**config.mk**
```make
export PLATFORM = sky130hd
export DESIGN_NAME = servo_packet_master
export DESIGN_NICKNAME = d
export VERILOG_FILES = /design/src/spm_pkg.sv /design/src/spm_front.sv /design/src/spm_queue.sv /design/src/spm_back.sv /design/src/servo_packet_master.sv
export VERILOG_INCLUDE_DIRS = /design/src /design/src/src
export SDC_FILE = /design/constraint.sdc
export NUM_CORES = 1
export LEC_CHECK = 0
export BUFFER_PORTS_ARGS = -buffer_cell sky130_fd_sc_hd__buf_2
export CAP_MARGIN = 40
export CORE_UTILIZATION = 55
export CTS_BUF_LIST = sky130_fd_sc_hd__clkbuf_4 sky130_fd_sc_hd__clkbuf_8 sky130_fd_sc_hd__clkbuf_16
export DETAILED_ROUTE_END_ITERATION = 10
export PLACE_DENSITY_LB_ADDON = 0.15
export RECOVER_POWER = 25
export SETUP_SLACK_MARGIN = 0.2
export SYNTH_ARGS = -nofsm -noshare
export SYNTH_HDL_FRONTEND = slang
export SYNTH_SLANG_ARGS = --single-unit
```
**constraint.sdc**
```tcl
create_clock -name clk -period 8.58 [get_ports clk]
set_input_delay 0.858 -clock clk [delete_from_list [all_inputs] [get_ports clk]]
set_output_delay 0.858 -clock clk [all_outputs]
set_load 0.02 [all_outputs]
```
**src/servo_packet_master_macros.svh**
```systemverilog
// Assertion helpers for the servo packet master.
`ifndef SERVO_PACKET_MASTER_MACROS_SVH
`define SERVO_PACKET_MASTER_MACROS_SVH

// Consequent must hold in the same cycle as the antecedent.
`define SPM_ASSERT_SAME(lbl, ante, cons) \
  lbl: assert property (@(posedge clk) disable iff (!rst_n) (ante) |-> (cons)) \
    else $error("servo_packet_master: assertion failed");

// Consequent must hold in the cycle after the antecedent.
`define SPM_ASSERT_NEXT(lbl, ante, cons) \
  lbl: assert property (@(posedge clk) disable iff (!rst_n) (ante) |=> (cons)) \
    else $error("servo_packet_master: assertion failed");

`endif

```
**src/spm_pkg.sv**
```systemverilog
`timescale 1ns / 1ps
`default_nettype none
package spm_pkg;

  typedef enum logic [2:0] {
    REQ_PING  = 3'd0,
    REQ_READ  = 3'd1,
    REQ_WRITE = 3'd2,
    REQ_RX    = 3'd3,
    REQ_TICK  = 3'd4
  } req_type_t;

  localparam logic       CFG_SERVO_ID = 1'b0;
  localparam logic       CFG_TIMEOUT  = 1'b1;

  localparam logic       KIND_TX      = 1'b0;
  localparam logic       KIND_STATUS  = 1'b1;

  localparam logic [7:0]  HDR_BYTE      = 8'hFF;
  localparam logic [7:0]  INSTR_PING    = 8'h01;
  localparam logic [7:0]  INSTR_READ    = 8'h02;
  localparam logic [7:0]  INSTR_WRITE   = 8'h03;
  localparam logic [7:0]  ID_RESET      = 8'd1;
  localparam logic [15:0] TIMEOUT_RESET = 16'd3000;
  localparam logic [2:0]  MAX_BYTES     = 3'd4;

  localparam int QDEPTH = 4;
  localparam int QPTR_W = $clog2(QDEPTH);

  // One unit of work for the transmit side: a frame to send or a status.
  typedef struct packed {
    logic        is_status;
    req_type_t   cmd;
    logic [7:0]  addr;
    logic [2:0]  cnt;
    logic [7:0]  id;
    logic        ok;
    logic [7:0]  err;
    logic [31:0] data;
  } job_t;

endpackage
`default_nettype wire

```
**src/spm_front.sv**
```systemverilog
`timescale 1ns / 1ps
`default_nettype none
module spm_front (
  input  wire logic                clk,
  input  wire logic                rst_n,
  input  wire logic                accept,
  input  wire logic [2:0]          req_type,
  input  wire logic [7:0]          reg_addr,
  input  wire logic [2:0]          byte_count,
  input  wire logic [31:0]         write_word,
  input  wire logic [7:0]          rx_byte,
  input  wire logic [7:0]          servo_id,
  input  wire logic [15:0]         timeout_us,
  output logic                     push,
  output spm_pkg::job_t            job,
  output logic                     awaiting
);

  logic        awaiting_r, awaiting_nxt;
  logic        failed_r, failed_nxt;
  logic [2:0]  expect_len_r, expect_len_nxt;
  logic [3:0]  byte_pos_r, byte_pos_nxt;
  logic [7:0]  run_sum_r, run_sum_nxt;
  logic [7:0]  last_error_r, last_error_nxt;
  logic [31:0] data_shift_r, data_shift_nxt;
  logic [15:0] elapsed_r, elapsed_nxt;

  logic [2:0]  cnt_clamped;
  logic [7:0]  sum_add;
  logic [3:0]  di;
  spm_pkg::req_type_t rt;

  assign rt          = spm_pkg::req_type_t'(req_type);
  assign cnt_clamped = (byte_count > spm_pkg::MAX_BYTES) ? spm_pkg::MAX_BYTES : byte_count;
  assign sum_add     = run_sum_r + rx_byte;
  assign di          = byte_pos_r - 4'd5;
  assign awaiting    = awaiting_r;

  always_comb begin
    awaiting_nxt   = awaiting_r;
    failed_nxt     = failed_r;
    expect_len_nxt = expect_len_r;
    byte_pos_nxt   = byte_pos_r;
    run_sum_nxt    = run_sum_r;
    last_error_nxt = last_error_r;
    data_shift_nxt = data_shift_r;
    elapsed_nxt    = elapsed_r;
    push           = 1'b0;
    job            = '0;
    if (accept) begin
      case (rt)
        spm_pkg::REQ_PING, spm_pkg::REQ_READ, spm_pkg::REQ_WRITE: begin
          awaiting_nxt   = 1'b1;
          failed_nxt     = 1'b0;
          expect_len_nxt = (rt == spm_pkg::REQ_READ) ? cnt_clamped : 3'd0;
          byte_pos_nxt   = 4'd0;
          run_sum_nxt    = 8'd0;
          data_shift_nxt = 32'd0;
          elapsed_nxt    = 16'd0;
          push           = 1'b1;
          job.is_status  = 1'b0;
          job.cmd        = rt;
          job.addr       = reg_addr;
          job.cnt        = cnt_clamped;
          job.id         = servo_id;
          job.data       = write_word;
        end
        spm_pkg::REQ_RX: begin
          if (awaiting_r) begin
            if (byte_pos_r <= 4'd1) begin
              if (rx_byte != spm_pkg::HDR_BYTE) failed_nxt = 1'b1;
            end else if (byte_pos_r == 4'd2) begin
              if (rx_byte != servo_id) failed_nxt = 1'b1;
              run_sum_nxt = sum_add;
            end else if (byte_pos_r == 4'd3) begin
              if (rx_byte != ({5'd0, expect_len_r} + 8'd2)) failed_nxt = 1'b1;
              run_sum_nxt = sum_add;
            end else if (byte_pos_r == 4'd4) begin
              if (!failed_r) last_error_nxt = rx_byte;
              run_sum_nxt = sum_add;
            end else if (byte_pos_r < (4'd5 + {1'b0, expect_len_r})) begin
              data_shift_nxt = data_shift_r | ({24'd0, rx_byte} << {di[1:0], 3'b000});
              run_sum_nxt    = sum_add;
            end else begin
              if (rx_byte != ~run_sum_r) failed_nxt = 1'b1;
            end
            byte_pos_nxt = byte_pos_r + 4'd1;
            if (({1'b0, byte_pos_r} + 5'd1) >= ({2'b00, expect_len_r} + 5'd6)) begin
              awaiting_nxt  = 1'b0;
              push          = 1'b1;
              job.is_status = 1'b1;
              job.ok        = !failed_nxt;
              job.err       = last_error_nxt;
              job.data      = failed_nxt ? 32'd0 : data_shift_nxt;
            end
          end
        end
        spm_pkg::REQ_TICK: begin
          if (awaiting_r) begin
            if (elapsed_r != 16'hFFFF) elapsed_nxt = elapsed_r + 16'd1;
            if (elapsed_nxt >= timeout_us) begin
              awaiting_nxt  = 1'b0;
              push          = 1'b1;
              job.is_status = 1'b1;
              job.ok        = 1'b0;
              job.err       = last_error_r;
              job.data      = 32'd0;
            end
          end
        end
        default: begin
          // drop unknown request codes
        end
      endcase
    end
  end

  always_ff @(posedge clk) begin
    if (!rst_n) begin
      awaiting_r   <= 1'b0;
      failed_r     <= 1'b0;
      expect_len_r <= 3'd0;
      byte_pos_r   <= 4'd0;
      run_sum_r    <= 8'd0;
      last_error_r <= 8'd0;
      data_shift_r <= 32'd0;
      elapsed_r    <= 16'd0;
    end else begin
      awaiting_r   <= awaiting_nxt;
      failed_r     <= failed_nxt;
      expect_len_r <= expect_len_nxt;
      byte_pos_r   <= byte_pos_nxt;
      run_sum_r    <= run_sum_nxt;
      last_error_r <= last_error_nxt;
      data_shift_r <= data_shift_nxt;
      elapsed_r    <= elapsed_nxt;
    end
  end

endmodule
`default_nettype wire

```
**src/spm_queue.sv**
```systemverilog
`timescale 1ns / 1ps
`default_nettype none
module spm_queue (
  input  wire logic          clk,
  input  wire logic          rst_n,
  input  wire logic          push,
  input  wire spm_pkg::job_t push_job,
  input  wire logic          pop,
  output logic               full,
  output logic               nonempty,
  output spm_pkg::job_t      head
);

  localparam logic [spm_pkg::QPTR_W:0] DEPTH_CNT = (spm_pkg::QPTR_W + 1)'(spm_pkg::QDEPTH);

  spm_pkg::job_t                entries_r [spm_pkg::QDEPTH];
  logic [spm_pkg::QPTR_W-1:0]   wr_ptr_r, rd_ptr_r;
  logic [spm_pkg::QPTR_W:0]     count_r;
  logic                         do_push, do_pop;

  assign full     = (count_r == DEPTH_CNT);
  assign nonempty = (count_r != '0);
  assign head     = entries_r[rd_ptr_r];
  assign do_push  = push && !full;
  assign do_pop   = pop && nonempty;

  always_ff @(posedge clk) begin
    if (do_push) entries_r[wr_ptr_r] <= push_job;
  end

  always_ff @(posedge clk) begin
    if (!rst_n) begin
      wr_ptr_r <= '0;
      rd_ptr_r <= '0;
      count_r  <= '0;
    end else begin
      if (do_push) wr_ptr_r <= wr_ptr_r + 1'b1;
      if (do_pop)  rd_ptr_r <= rd_ptr_r + 1'b1;
      if (do_push && !do_pop)      count_r <= count_r + 1'b1;
      else if (do_pop && !do_push) count_r <= count_r - 1'b1;
    end
  end

endmodule
`default_nettype wire

```
**src/spm_back.sv**
```systemverilog
`timescale 1ns / 1ps
`default_nettype none
module spm_back (
  input  wire logic          clk,
  input  wire logic          rst_n,
  input  wire logic          q_nonempty,
  input  wire spm_pkg::job_t q_head,
  output logic               q_pop,
  output logic               out_valid,
  input  wire logic          out_ready,
  output logic               out_kind,
  output logic [7:0]         out_tx_byte,
  output logic               out_last,
  output logic               out_reply_ok,
  output logic [7:0]         out_servo_error,
  output logic [31:0]        out_read_word
);

  logic          busy_r;
  spm_pkg::job_t job_r;
  logic [3:0]    idx_r;
  logic [7:0]    sum_r, sum_nxt;

  logic          valid_r;
  logic          kind_r, last_r, ok_r;
  logic [7:0]    tx_r, err_r;
  logic [31:0]   word_r;

  logic [3:0]    last_idx, di;
  logic [7:0]    cur_byte, len_byte, instr_byte, data_byte;
  logic          advance, done;

  always_comb begin
    case (job_r.cmd)
      spm_pkg::REQ_PING: begin
        last_idx   = 4'd5;
        len_byte   = 8'd2;
        instr_byte = spm_pkg::INSTR_PING;
      end
      spm_pkg::REQ_READ: begin
        last_idx   = 4'd7;
        len_byte   = 8'd4;
        instr_byte = spm_pkg::INSTR_READ;
      end
      default: begin
        last_idx   = 4'd6 + {1'b0, job_r.cnt};
        len_byte   = {5'd0, job_r.cnt} + 8'd3;
        instr_byte = spm_pkg::INSTR_WRITE;
      end
    endcase
    if (job_r.is_status) last_idx = 4'd0;
  end

  assign di        = idx_r - 4'd6;
  assign data_byte = job_r.data[{di[1:0], 3'b000} +: 8];

  always_comb begin
    if (idx_r == last_idx) begin
      cur_byte = ~sum_r;
    end else begin
      case (idx_r)
        4'd0, 4'd1: cur_byte = spm_pkg::HDR_BYTE;
        4'd2:       cur_byte = job_r.id;
        4'd3:       cur_byte = len_byte;
        4'd4:       cur_byte = instr_byte;
        4'd5:       cur_byte = job_r.addr;
        4'd6:       cur_byte = (job_r.cmd == spm_pkg::REQ_READ) ? {5'd0, job_r.cnt} : data_byte;
        default:    cur_byte = data_byte;
      endcase
    end
  end

  assign sum_nxt = (idx_r >= 4'd2) ? sum_r + cur_byte : sum_r;
  assign advance = busy_r && (!valid_r || out_ready);
  assign done    = advance && (idx_r == last_idx);
  assign q_pop   = q_nonempty && (!busy_r || done);

  always_ff @(posedge clk) begin
    if (!rst_n) begin
      busy_r <= 1'b0;
      idx_r  <= 4'd0;
      sum_r  <= 8'd0;
    end else if (q_pop) begin
      busy_r <= 1'b1;
      idx_r  <= 4'd0;
      sum_r  <= 8'd0;
    end else if (done) begin
      busy_r <= 1'b0;
    end else if (advance) begin
      idx_r <= idx_r + 4'd1;
      sum_r <= sum_nxt;
    end
  end

  always_ff @(posedge clk) begin
    if (q_pop) job_r <= q_head;
  end

  // output register: load when the slot is free, hold while stalled
  always_ff @(posedge clk) begin
    if (!rst_n) begin
      valid_r <= 1'b0;
    end else if (advance) begin
      valid_r <= 1'b1;
    end else if (out_ready) begin
      valid_r <= 1'b0;
    end
  end

  always_ff @(posedge clk) begin
    if (advance) begin
      if (job_r.is_status) begin
        kind_r <= spm_pkg::KIND_STATUS;
        tx_r   <= 8'd0;
        last_r <= 1'b0;
        ok_r   <= job_r.ok;
        err_r  <= job_r.err;
        word_r <= job_r.data;
      end else begin
        kind_r <= spm_pkg::KIND_TX;
        tx_r   <= cur_byte;
        last_r <= (idx_r == last_idx);
        ok_r   <= 1'b0;
        err_r  <= 8'd0;
        word_r <= 32'd0;
      end
    end
  end

  assign out_valid       = valid_r;
  assign out_kind        = kind_r;
  assign out_tx_byte     = tx_r;
  assign out_last        = last_r;
  assign out_reply_ok    = ok_r;
  assign out_servo_error = err_r;
  assign out_read_word   = word_r;

endmodule
`default_nettype wire

```
**src/servo_packet_master.sv**
```systemverilog
// Servo packet master: master side of a half-duplex servo bus.
// Input channel (in_valid/in_ready) carries one request per transaction:
// ping, read or write commands, bytes received from the line, and one-
// microsecond ticks. The output channel (out_valid/out_ready) returns frame
// bytes to transmit (out_kind 0, out_last on the checksum byte) and, per
// command answered or timed out, one status (out_kind 1) with reply_ok, the
// servo error byte and read data. cfg_we/cfg_index/cfg_data write servo_id
// (0) and timeout_us (1). Received bytes and ticks are checked in the cycle
// they are accepted; a command's frame passes through the job queue, the job
// register and the output register, and its bytes follow one per cycle while
// out_ready holds; a frame is 6 to 11 bytes. A status takes that path from the
// byte or tick that completes the command, after any frame bytes still queued.
// A 4-entry job queue sits between the request checker and the byte sender;
// input is accepted every cycle while that queue has room, so requests keep
// flowing while the output is stalled until the queue fills.
// Reset (rst_n low, synchronous) empties the queue, drops any pending reply
// and restores servo_id 1 and timeout_us 3000.
`timescale 1ns / 1ps
`default_nettype none
`include "servo_packet_master_macros.svh"
module servo_packet_master (
  input  wire logic        clk,
  input  wire logic        rst_n,
  input  wire logic        in_valid,
  output logic             in_ready,
  input  wire logic [2:0]  in_req_type,
  input  wire logic [7:0]  in_reg_addr,
  input  wire logic [2:0]  in_byte_count,
  input  wire logic [31:0] in_write_word,
  input  wire logic [7:0]  in_rx_byte,
  output logic             out_valid,
  input  wire logic        out_ready,
  output logic             out_kind,
  output logic [7:0]       out_tx_byte,
  output logic             out_last,
  output logic             out_reply_ok,
  output logic [7:0]       out_servo_error,
  output logic [31:0]      out_read_word,
  input  wire logic        cfg_we,
  input  wire logic        cfg_index,
  input  wire logic [15:0] cfg_data
);

  logic [7:0]    servo_id_r;
  logic [15:0]   timeout_r;
  logic          accept, push, q_full, q_nonempty, q_pop, awaiting;
  spm_pkg::job_t push_job, q_head;

  always_ff @(posedge clk) begin
    if (!rst_n) begin
      servo_id_r <= spm_pkg::ID_RESET;
      timeout_r  <= spm_pkg::TIMEOUT_RESET;
    end else if (cfg_we) begin
      case (cfg_index)
        spm_pkg::CFG_SERVO_ID: servo_id_r <= cfg_data[7:0];
        spm_pkg::CFG_TIMEOUT:  timeout_r  <= cfg_data;
        default: ;
      endcase
    end
  end

  assign in_ready = !q_full;
  assign accept   = in_valid && in_ready;

  spm_front u_front (
    .clk        (clk),
    .rst_n      (rst_n),
    .accept     (accept),
    .req_type   (in_req_type),
    .reg_addr   (in_reg_addr),
    .byte_count (in_byte_count),
    .write_word (in_write_word),
    .rx_byte    (in_rx_byte),
    .servo_id   (servo_id_r),
    .timeout_us (timeout_r),
    .push       (push),
    .job        (push_job),
    .awaiting   (awaiting)
  );

  spm_queue u_queue (
    .clk      (clk),
    .rst_n    (rst_n),
    .push     (push),
    .push_job (push_job),
    .pop      (q_pop),
    .full     (q_full),
    .nonempty (q_nonempty),
    .head     (q_head)
  );

  spm_back u_back (
    .clk             (clk),
    .rst_n           (rst_n),
    .q_nonempty      (q_nonempty),
    .q_head          (q_head),
    .q_pop           (q_pop),
    .out_valid       (out_valid),
    .out_ready       (out_ready),
    .out_kind        (out_kind),
    .out_tx_byte     (out_tx_byte),
    .out_last        (out_last),
    .out_reply_ok    (out_reply_ok),
    .out_servo_error (out_servo_error),
    .out_read_word   (out_read_word)
  );

  `SPM_ASSERT_NEXT(a_cmd_awaits, accept && (in_req_type <= spm_pkg::REQ_WRITE), awaiting)
  `SPM_ASSERT_SAME(a_push_has_room, push, !q_full)
  `SPM_ASSERT_SAME(a_status_clean, out_valid && out_kind, !out_last && (out_tx_byte == 8'd0))
  `SPM_ASSERT_SAME(a_tx_clean, out_valid && !out_kind, !out_reply_ok && (out_read_word == 32'd0))

endmodule
`default_nettype wire
```
* After elaboration in Yosys (flattened, before gate mapping)
Memories as Yosys holds them, arrays and structs flattened. A register that Yosys moved wholly into a read port is not among the register bits.
Index checks and enable logic that the tools add are counted.
** Operators by class
- Add/sub/neg operators :: 17
- $lt $le $gt $ge :: 6
- Equal/unequal tests :: 25
- Shift operators :: 2
- Muxes and demuxes :: 80
- Bitwise logic cells :: 6
- Reduce and logical (&&, ||, !) cells :: 39
** Operator list (number)
- 2-to-1 mux 32 bit :: 7
- 2-to-1 mux 41 bit :: 3
- 2-to-1 mux 8 bit :: 13
- one-hot mux 32 bit (3 select lines) :: 1
- 2-to-1 mux 16 bit :: 5
- 2-to-1 mux 64 bit :: 1
- one-hot mux 32 bit (2 select lines) :: 1
- one-hot mux 8 bit (6 select lines) :: 1
- 2-to-1 mux 40 bit :: 1
- bitwise OR 32 bit :: 1
- one-hot mux 16 bit (2 select lines) :: 1
- one-hot mux 8 bit (2 select lines) :: 2
- indexed part select 32 x 6 -> 8 bit :: 1
- << shifter 8 x 5 -> 32 bit :: 1
- 2-to-1 mux 1 bit :: 29
- inequality test 8 bit :: 3
- 2-to-1 mux 22 bit :: 1
- one-hot mux 9 bit (2 select lines) :: 1
- adder 16 x 1 -> 16 bit, second input constant :: 1
- adder 8 bit :: 2
- equality test 4 x 2 -> 1 bit, second input constant :: 4
- equality test 4 x 3 -> 1 bit, second input constant :: 4
- >= comparator 16 bit :: 1
- inequality test 16 bit, second input constant :: 1
- other kinds (44) :: 89
** Word-level totals
- Flip-flop bits (word level) :: 169
- RAM bits :: 256
- Bits of input ports :: 76
- Output and inout port bits :: 53
- Word-level logic and storage cells :: 199
- Memories kept :: 1
** Memory list
- u_queue.entries_r :: words 4, width 64, read ports 1, clocked after Yosys merged registers in 1, write ports 1, line spm_queue.sv:16 : spm_pkg::job_t entries_r [spm_pkg::QDEPTH];

* Longest topological paths before layout
- Word-level depth :: 16
- Gate-level depth with buffers :: 21

* Modules after synthesis
A second synthesis with hierarchy kept.
** Second synthesis, totals
- Cells, all modules :: 1580
- Area, all modules :: 21750.9 um^2
** Modules (own cells, without submodules)
- spm_queue :: instances 1, cells each 382, area an instance 9779.4 um^2, sequential area each 7867.5 um^2
- spm_back :: instances 1, cells each 381, area an instance 5559.1 um^2, sequential area each 3733.6 um^2
- spm_front :: instances 1, cells each 711, area an instance 5402.7 um^2, sequential area each 1461.4 um^2
- servo_packet_master :: instances 1, cells each 106, area an instance 1009.7 um^2, sequential area each 480.5 um^2

* Worst setup path after synthesis
OpenSTA, ideal clock, no wires.
- Kind :: register to register
- From :: register u_front.elapsed_r[0]
- To :: memory u_queue.entries_r[0][0] (netlist name), enable pin
- Setup time :: 0.494 ns
- Arrival time :: 5.580 ns
- Path slack :: 2.506 ns
- Stages on the path, launching flop included :: 16
- Cell sequence :: dfxtp_1 > ha_1 > and2_1 > clkbuf_1 > nand3_1 > o21a_1 > and3_1 > xor2_1 > ha_1 > and3_1 > nand3_1 > o21ai_0 > a31oi_1 > a21o_1 > o32a_1 > nor2b_1
** Between the ends
- Longest elaborated chain between the ends :: 13
- Elaborated cells between the ends (all ways) :: 14
** RTL lines
- from (decl) :: line spm_front.sv:26 : logic [15:0] elapsed_r, elapsed_nxt;
- from (signal assigned) :: line spm_front.sv:136 : elapsed_r <= elapsed_nxt;
- adder 16 x 1 -> 16 bit / inequality test 16 bit (equally long branches) :: line spm_front.sv:100 : if (elapsed_r != 16'hFFFF) elapsed_nxt = elapsed_r + 16'd1;
- 2-to-1 mux 16 bit * :: line spm_front.sv:100
- 2-to-1 mux 16 bit * :: line spm_front.sv:99 : if (awaiting_r) begin
- 2-to-1 mux 16 bit * :: line spm_front.sv:51 : case (rt)
- 2-to-1 mux 16 bit * :: line spm_front.sv:50 : if (accept) begin
- >= comparator 16 bit * :: line spm_front.sv:101 : if (elapsed_nxt >= timeout_us) begin
- 2-to-1 mux 1 bit * :: line spm_front.sv:101
- 2-to-1 mux 1 bit * :: line spm_front.sv:99
- one-hot mux 1 bit (3 select lines) * :: line spm_front.sv:51
- 2-to-1 mux 1 bit * :: line spm_front.sv:50
- logical AND 1 bit * :: line spm_queue.sv:24 : assign do_push = push && !full;
- 2-to-1 mux 1 bit * :: line spm_queue.sv:28 : if (do_push) entries_r[wr_ptr_r] <= push_job;
- 2-to-1 mux 1 bit (implied by the code) * :: line spm_queue.sv:28
- to (decl) :: line spm_queue.sv:16
Every way passes the cells marked *; elsewhere a longest branch is shown, timed or not. The select of a mux whose other input is x is not followed.

* Worst setup path in the final report
- From :: register u_back.job_r[63] (netlist name)
- To :: register u_back.sum_r[7]
** Between the ends
- Elaborated cells between the ends (all ways) :: 10
** RTL lines
- 2-to-1 mux 4 bit :: line spm_back.sv:51 : if (job_r.is_status) last_idx = 4'd0;
- equality test 4 bit :: line spm_back.sv:58 : if (idx_r == last_idx) begin
- 2-to-1 mux 8 bit :: line spm_back.sv:58
- net u_back.cur_byte[1] :: line spm_back.sv:30 : logic [7:0] cur_byte, len_byte, instr_byte, data_byte;
- adder 8 bit :: line spm_back.sv:73 : assign sum_nxt = (idx_r >= 4'd2) ? sum_r + cur_byte : sum_r;
- to (signal assigned) :: line spm_back.sv:91 : sum_r <= sum_nxt;
- to (decl) :: line spm_back.sv:22 : logic [7:0] sum_r, sum_nxt;
The timed path passes the listed nets, and every way through them passes these cells.
A chain may end at the register's enable or synchronous reset.

==> results.cfg <==
[run_status]
outcome = finished, violations left
failed_checks = max-capacitance violations, max-slew violations

[logic_synthesis]
synth_edf_count = 371
muxShareOfSynthArea = 0.08790
synthAdderAreaFrac = 0.03841
synth_area_leaders = edfxtp_1, dfxtp_1, mux4_2
synth_top_family_by_area = simple AND/OR/NAND/NOR gates
synth_top_area_frac = 0.5277
ys_seq_area_frac = 0.6396
synthesis.area_mm2 = 0.02111
synth_seq_cells = 489
syn_inst = 1545
synth-compound-area-share = 0.08671
postSynthAreaPerCell_um2 = 13.66
ys_types = 77
yosys.area.top_type = edfxtp_1
yosys_most_used_dff = edfxtp_1
yosysWarnings = 0
yosys.area_share.simple = 0.1004
synth_async_sr_flop_share = 0
synthXorXnorAreaFrac = 0.01950

[finish]
drive_above_1_share = 0.1710
area_delta_synth_final_pct = 12.98
fin_cells = 2213
final_nets = 1800
n_antenna_cell = 0

[placement]
place_ws_ns = 3.691
place_congestion = 0.8434
numPortBuffers = 128
dp.cells = 2121
dpl.hpwl_mm = 30.32

[worst_setup_path]
start_kind = flip-flop
crit_path_end_kind = flip-flop
critical_path_class = flip-flop to flip-flop
crit_fanout = 57
crit_arrival_ns = 5.56
cp.required_ns = 9.04

[clock_tree]
clock-sinks = 489
cts_hold_buf = 0
postCtsResizedCells = 0
numCtsBuffers = 49
h-tree-depth = 2
clock_latency_ns = 0.59
cts_buffer_depth = 3
cts-root-buf = clkbuf_16
cts_setup_buffers = 0
cts_tree = done
cts.clk_slew.worst_paths_ns = 0.06

[floorplanning]
die_area_mm2 = 0.03917
fp-row-count = 71
die_y_um = 197.9
initial_core_util = 0.5591
core_mm2 = 0.03776
io_pins = 129
die_x_um = 197.9

[sta]
setup_violations = 0
rsz0062_at_grt = false
finClkSkew_ns = 0.01524
finalHoldViolCount = 0
slew_headroom = -0.4114
final-max-slew-violation-count = 131
period_needed_ns = 5.102
fin_crit_sh = 0.5947
worst_pin_slew_ns = 2.117
finalWorstSetupSlack_ns = 3.478
finalSetupTns_ns = 0
clock.fmax_mhz = 196.0

[pwr]
clkPwrFrac = 0.309
power_density_mw_per_mm2 = 289.5
p_sw_frac = 0.2936
internal_power_w = 0.004879
p_seq_frac = 0.471
leakagePower_nw = 8.367
switchingPower_w = 0.002027
worst_ir_drop_vdd_mv = 0.1655
p_comb_frac = 0.220

[detailed_routing]
drt-initial-drc-count = 1017
via_count = 12780
wl_per_cell_um = 20.41
drc = 0
antenna_left = 0
first_pass_iters = 5
wirelength_mm = 45.18
viasPerCell = 5.777

[grt]
grt_pass1_wl_mm = 70.17
grt_pass1_vias = 12430
overflow = 0
grt_max_degree = 65
globalRouteTotalUtil = 0.2364
grt_antenna_before_repair = 0

[min_path]
hp-class = flip-flop to flip-flop

[job]
drv_cap = 3
## critical path, stage by stage (launching register included)
cell	delay, ns
edfxtp_1	0.31
clkbuf_1	1.43
a21oi_1	0.12
xnor2_1	0.32
nand3_1	0.48
o21ai_0	0.63
inv_1	0.10
ha_1	0.32
a21oi_1	0.19
o211ai_1	0.16
o41ai_1	0.34
xnor2_1	0.11
nor4_1	0.24
xnor2_1	0.16
nor2_1	0.05
## flip-flops by register name, indices dropped and copies added (netlist names), 3 cells and up
register / cells
u_front.data_shift_r: 32
u_back.sum_r: 8
servo_id_r: 8
u_queue.entries_r: 256
u_back.out_read_word: 32
u_queue.count_r: 3
u_back.idx_r: 4
u_back.out_servo_error: 8
u_front.last_error_r: 8
u_front.elapsed_r: 16
u_back.job_r: 64
u_front.expect_len_r: 3
u_back.out_tx_byte: 8
u_front.byte_pos_r: 4
timeout_r: 16
u_front.run_sum_r: 8
## logic make-up (layout without fill, tap and decap cells)
kind of cell             after synthesis  in the layout
AO/OA/AOI/OAI                        283            283
adder cells (fa/ha/maj)               63             63
XOR/XNOR                              47             47
AND/OR/NAND/NOR                      428            428
multiplexers                          95             95
flip-flops                           489            489
other                                  1              4
buffers and inverters                139            293
## placed cells by master (no fill, tap or decap), types with 30 or more instances in the layout
cell type	netlist	final
inv_1	46	46
nand3_1	30	30
nor2_1	103	103
o21ai_0	51	51
a21oi_1	99	99
a32oi_1	33	33
clkbuf_1	61	59
buf_2	15	73
clkbuf_16	0	49
mux4_2	72	72
xnor2_1	31	31
dfxtp_1	118	117
ha_1	60	60
edfxtp_1	371	371
nand2_1	126	126
## final timing paths
path,cells after the start,end,startpoint,slack (ns)
setup / recovery,14,u_back.sum_r[7],u_back.job_r[63],3.48
hold / removal,2,timeout_r[10],timeout_r[10],0.45
setup reg to reg,14,u_back.sum_r[7],u_back.job_r[63],3.48
hold reg to reg,2,timeout_r[10],timeout_r[10],0.45
## power groups by stage
stage	registers, W	clock network [W]	logic, W
5_1_grt	0.00330	0.00226	0.00166
2_1_floorplan	0.00335	0	0.00102
3_5_place_dp	0.00330	0	0.00157
4_1_cts	0.00325	0.00217	0.00158
3_3_place_gp	0.00329	0	0.00153
6_report	0.00326	0.00213	0.00152
## final cells by class
| type | instances | area, µm² |
|---|---|---|
| inverter | 47 | 176.4 |
| timing repair buffer | 154 | 824.5 |
| clock buffer | 68 | 1381 |
| clock inverter | 24 | 246.5 |
| sequential | 489 | 13500 |
| multi-input combinational | 920 | 7078 |
| tap | 511 | 639.4 |
| fill | 2848 | 13900 |
## layer usage
layer | up-vias | GRT usage | part of all wire
li1 | 6040 | - | -
met1 | 6306 | 0.3476 | 0.46
met2 | 371 | 0.3632 | 0.46
met3 | 67 | 0.03628 | 0.058
met4 | 0 | 0.07522 | 0.024
met5 | - | 0 | 0
## stage by stage
stage / hold WS [ns] / cell area, µm² / util / total power [W]
finish: 0.4522 / 23850 / 0.6317 / 0.006906
global route: 0.4714 / 23850 / 0.6317 / 0.007218
CTS: 0.4554 / 23960 / 0.6346 / 0.007002
detailed placement: 0.4470 / 22330 / 0.5915 / 0.004872
global placement: 0.4426 / 22160 / 0.5868 / 0.004825
floorplan: 0.4356 / 21120 / - / 0.004371
## synthesized netlist by cell type (4+ instances only)
library cell	n
a22o_1	8
xnor2_1	31
nor3_1	14
or2_2	5
mux4_2	72
edfxtp_1	371
a21oi_1	99
nor2b_1	13
ha_1	60
a22oi_1	8
or4_1	4
and2_1	51
o211ai_1	11
dfxtp_1	118
a32oi_1	33
and3_1	28
nor4_1	5
nor3_2	4
nor2_2	6
mux2i_1	20
inv_1	46
a21o_1	10
buf_2	15
buf_1	11
or3_1	4
clkbuf_1	61
xor2_1	16
nand3_1	30
o31ai_1	5
nand4_1	11
o21a_1	4
o21ai_0	51
a31oi_1	7
nor2_1	103
nand2_1	126
nand2b_1	7
o21ai_1	9
a211oi_1	8
Power figures use the tool's default switching activity.
